**config.mk**
```make
export PLATFORM = sky130hd
export DESIGN_NAME = tpdt_ctrl
export DESIGN_NICKNAME = d
export VERILOG_FILES = /design/src/tpdt_pkg.sv /design/src/tpdt_ctrl.sv
export SDC_FILE = /design/constraint.sdc
export NUM_CORES = 1
export LEC_CHECK = 0
export BUFFER_PORTS_ARGS = -buffer_cell sky130_fd_sc_hd__buf_2
export CAP_MARGIN = 20
export CORE_AREA = 3 3 40 42
export CTS_BUF_LIST = sky130_fd_sc_hd__clkbuf_8
export CTS_CLUSTER_SIZE = 25
export DETAILED_ROUTE_END_ITERATION = 12
export DIE_AREA = 0 0 43 45
export HOLD_SLACK_MARGIN = 0.05
export PLACE_DENSITY = 0.32
export SETUP_SLACK_MARGIN = 0.3
export SLEW_MARGIN = 5
export SYNTH_ARGS = -nofsm -noshare
export SYNTH_HDL_FRONTEND = slang
export SYNTH_SLANG_ARGS = --single-unit
export TNS_END_PERCENT = 50
```
**constraint.sdc**
```tcl
create_clock -name clk_i -period 0.85 [get_ports clk_i]
set_input_delay 0.17 -clock clk_i [delete_from_list [all_inputs] [get_ports clk_i]]
set_output_delay 0.17 -clock clk_i [all_outputs]
set_load 0.01 [all_outputs]
```
**src/tpdt_pkg.sv**
```systemverilog
package tpdt_pkg;

  localparam int unsigned TolWidth    = 32;
  localparam int unsigned StatusWidth = 2;
  localparam logic [TolWidth-1:0] TolReset = 32'd43;

  localparam logic OP_INSERT = 1'b0;
  localparam logic OP_LOOKUP = 1'b1;

  typedef enum logic [StatusWidth-1:0] {
    ST_MATCHED   = 2'd0,
    ST_INSERTED  = 2'd1,
    ST_NOT_FOUND = 2'd2,
    ST_FULL      = 2'd3
  } status_e;

  // controller -> datapath
  typedef struct packed {
    logic load;     // capture the request, clear the match state
    logic scan_en;  // read the next table entry
    logic finish;   // resolve the request and present the result
  } cmd_t;

  // datapath -> controller
  typedef struct packed {
    logic cnt_zero;
    logic addr_last;
    logic pipe_busy;
    logic out_free;
  } sts_t;

endpackage

```
**src/tpdt_ctrl.sv**
```systemverilog
module tpdt_ctrl (
  input  logic           clk_i,
  input  logic           rst_ni,
  input  logic           req_valid_i,
  output logic           req_ready_o,
  input  tpdt_pkg::sts_t sts_i,
  output tpdt_pkg::cmd_t cmd_o
);
  import tpdt_pkg::*;

  typedef enum logic [1:0] {
    S_IDLE,
    S_SCAN,
    S_FINISH
  } state_e;

  state_e state_q, state_d;

  always_comb begin
    state_d     = state_q;
    cmd_o       = '0;
    req_ready_o = 1'b0;
    unique case (state_q)
      S_IDLE: begin
        req_ready_o = 1'b1;
        if (req_valid_i) begin
          cmd_o.load = 1'b1;
          state_d    = sts_i.cnt_zero ? S_FINISH : S_SCAN;
        end
      end
      S_SCAN: begin
        cmd_o.scan_en = 1'b1;
        if (sts_i.addr_last) begin
          state_d = S_FINISH;
        end
      end
      S_FINISH: begin
        // wait for the compare pipe to drain and the output slot to free up
        if (!sts_i.pipe_busy && sts_i.out_free) begin
          cmd_o.finish = 1'b1;
          state_d      = S_IDLE;
        end
      end
      default: state_d = S_IDLE;
    endcase
  end

  always_ff @(posedge clk_i or negedge rst_ni) begin
    if (!rst_ni) begin
      state_q <= S_IDLE;
    end else begin
      state_q <= state_d;
    end
  end

endmodule

```
==> flow_metrics.py <==
metrics = {
    "status": {
        "status": "finished with violations",
        "violations": "negative setup slack",
    },
    "placement": {
        "placed_area_um2": 199,
        "gp_congestion": 0.703,
        "port_buffers": 10,
    },
    "synthesis": {
        "synth_compound_area_share_pct": 15.8,
        "synth_adder_area_share_pct": 0,
        "yosysWarnings": 0,
        "synth_top_family_by_area": "simple AND/OR/NAND/NOR gates",
        "syn_avg_cell_area_um2": 7.90,
        "yosys.area_share.simple_pct": 44.6,
        "synth-xor-area-share_pct": 0,
        "postSynthCellCount": 16,
        "synth_nets": 23,
        "synth_mux_area_share_pct": 0,
        "synth_seq_area_share_pct": 39.6,
        "ys_seq_elements": 2,
        "synth.distinct_cells": 10,
        "synth_area_um2": 126,
    },
    "die": {
        "fp.dieH_um": 45,
        "die-area_mm2": 0.00194,
        "io_pins": 11,
        "core_area_mm2": 0.00128,
        "initial_core_util_pct": 9.83,
        "num_rows": 13,
        "chipWidth_um": 43,
    },
    "sta": {
        "finClkSkew_ns": 0.00104,
        "fmax_mhz": 887,
        "tightest_slew_ns": 0.128,
        "rsz0062_at_grt": "true",
        "timing.final.crit_share_pct": 133,
        "finalWorstSetupSlack_ns": -0.278,
        "hold_violations": 0,
        "slew_headroom_pct": 91.4,
        "drv_slew": 0,
        "setup_viol": 6,
        "hold_ws_ns": 0.262,
        "period_needed_ns": 1.13,
    },
    "clock_network": {
        "numCtsBuffers": 3,
        "clock-sinks": 2,
        "clkTransAtPathRegs_ns": 0.03,
        "htreeDepth": 1,
        "cts_tree": "yes",
        "cts_root_buf": "clkbuf_8",
        "clock_latency_ns": 0.21,
        "cts.path.max_buffers": 2,
    },
    "power": {
        "p_leak_nw": 0.145,
        "power-per-cell-area_mw_per_mm2": 3000,
        "irDropWorstVdd_mv": 0.699,
    },
    "global_route": {
        "track_usage_pct": 5.75,
        "grt_antenna_before_repair": 0,
        "grt_pass1_vias": 187,
        "grt_pass1_wl_um": 724,
        "grt_max_degree": 6,
        "grt.overflow.total": 0,
    },
    "layout": {
        "largest_reg_flops": 2,
        "layout_common_cells": "buf_2 (9), clkbuf_8 (3)",
        "syn_to_final_growth_pct": 131,
        "layout_commonest_cell": "buf_2",
        "drive_gt1_share_pct": 63.6,
        "nets": 42,
        "largestRegisters": "state_q x2",
        "final_area_um2": 292,
        "largest-register": "state_q",
        "antennaDiodeCount": 0,
    },
    "route": {
        "dr.pass1.iters": 1,
        "drt-initial-drc-count": 0,
        "vias": 177,
        "antenna_left": 0,
        "avgRoutedWirePerCell_um": 8.65,
        "remaining_drc_errors": 0,
        "drt-total-wl_um": 415,
        "via_per_inst": 3.69,
    },
    "worst_setup_path": {
        "rr_worst_depth": 5,
        "criticalPathCategory": "reg -> out",
        "required_ns": 0.68,
        "cp_max_fo": 4,
        "r2r_slack_ns": -0.24,
        "r2r-start": "state_q[0]",
        "worst_setup_path_start_kind": "flop",
        "r2r_end": "state_q[1]",
        "crit_path_end_kind": "primary output",
        "cp-startpoint": "state_q[0]",
        "arrival_ns": 0.96,
    },
    "hold_path": {
        "worstHoldStart": "req_valid_i",
        "holdPathEnd": "state_q[0]",
        "whs_path_depth": 3,
        "min_path_type": "in -> reg",
    },
    "job": {
        "max_cap_violations": 0,
    },
}
worst max-delay path by stage:
stage | endpoint | cells past startpoint | slack, ns
2_1_floorplan | cmd_o[2] | 2 | -0.08
3_3_place_gp | cmd_o[0] | 2 | -0.11
3_5_place_dp | cmd_o[0] | 2 | -0.11
4_1_cts | cmd_o[2] | 3 | -0.30
5_1_grt | cmd_o[2] | 3 | -0.34
6_report | cmd_o[2] | 3 | -0.28
synthesized netlist by cell type:
cell type  number  share of area [%]
a21oi_1         2                7.9
and2_1          2                9.9
and2b_1         1                5.9
and3b_1         1                6.9
dfrtp_1         2                 40
nand2_1         1                3.0
nor2_1          3                8.9
nor2b_1         2                9.9
o21ai_0         1                4.0
o21ai_1         1                4.0
metrics by stage:
stage	cells	setup slack [ns]	total power [mW]	setup TNS (ns)	util (%)
after floorplan	16	-0.0799	0.312	-0.0873	-
after global placement	41	-0.111	0.407	-0.376	15.5
after detailed placement	41	-0.110	0.407	-0.385	15.5
after CTS	47	-0.296	0.870	-1.31	21.5
after global routing	48	-0.345	0.957	-1.67	22.7
final	48	-0.278	0.876	-1.40	22.7
worst max-delay path, cell delays in order, from the launching register on:
cell     delay [ns]
dfrtp_2        0.41
nor2_2         0.11
and2_1         0.11
buf_2          0.12
routing by layer:
metal / vias up / wire length (µm) / share of wire (%) / GRT usage (%)
li1: 88 / - / - / -
met1: 80 / 144 / 35 / 4.10
met2: 9 / 220 / 53 / 8.98
met3: 0 / 49 / 12 / 3.98
met4: 0 / 0 / 0 / 7.23
met5: - / 0 / 0 / 0
final cells by class:
cell class              instances  area (µm²)
fillers                       152         993
repair buffers                 14        92.6
multi-input cells              14        87.6
flip-flops and latches          2        51.3
clock buffers                   3        41.3
well taps                      15        18.8
kinds of logic after synthesis:
logic type	after synthesis
flip-flops	2
AO/OA/AOI/OAI	4
AND/OR/NAND/NOR	10
report_power, final:
part	internal (mW)	switching [mW]	leakage (nW)	total (mW)
registers	0.133	0.0384	0.0234	0.172
logic	0.192	0.147	0.100	0.339
clock network	0.299	0.0671	0.0216	0.366
total	0.623	0.252	0.145	0.876
what timing repair did:
action / 4_1_cts / 5_1_grt
resized for setup: 3 / 2
buffers inserted: 2 / 1
hold buffers: 1 / 0
pin swaps: 2 / 1
setup endpoints to repair: 6 / 6
endpoints found under the hold margin: 2 / 0
cloned: 0 / 0
Note: power is estimated with default switching activity, not from simulation.
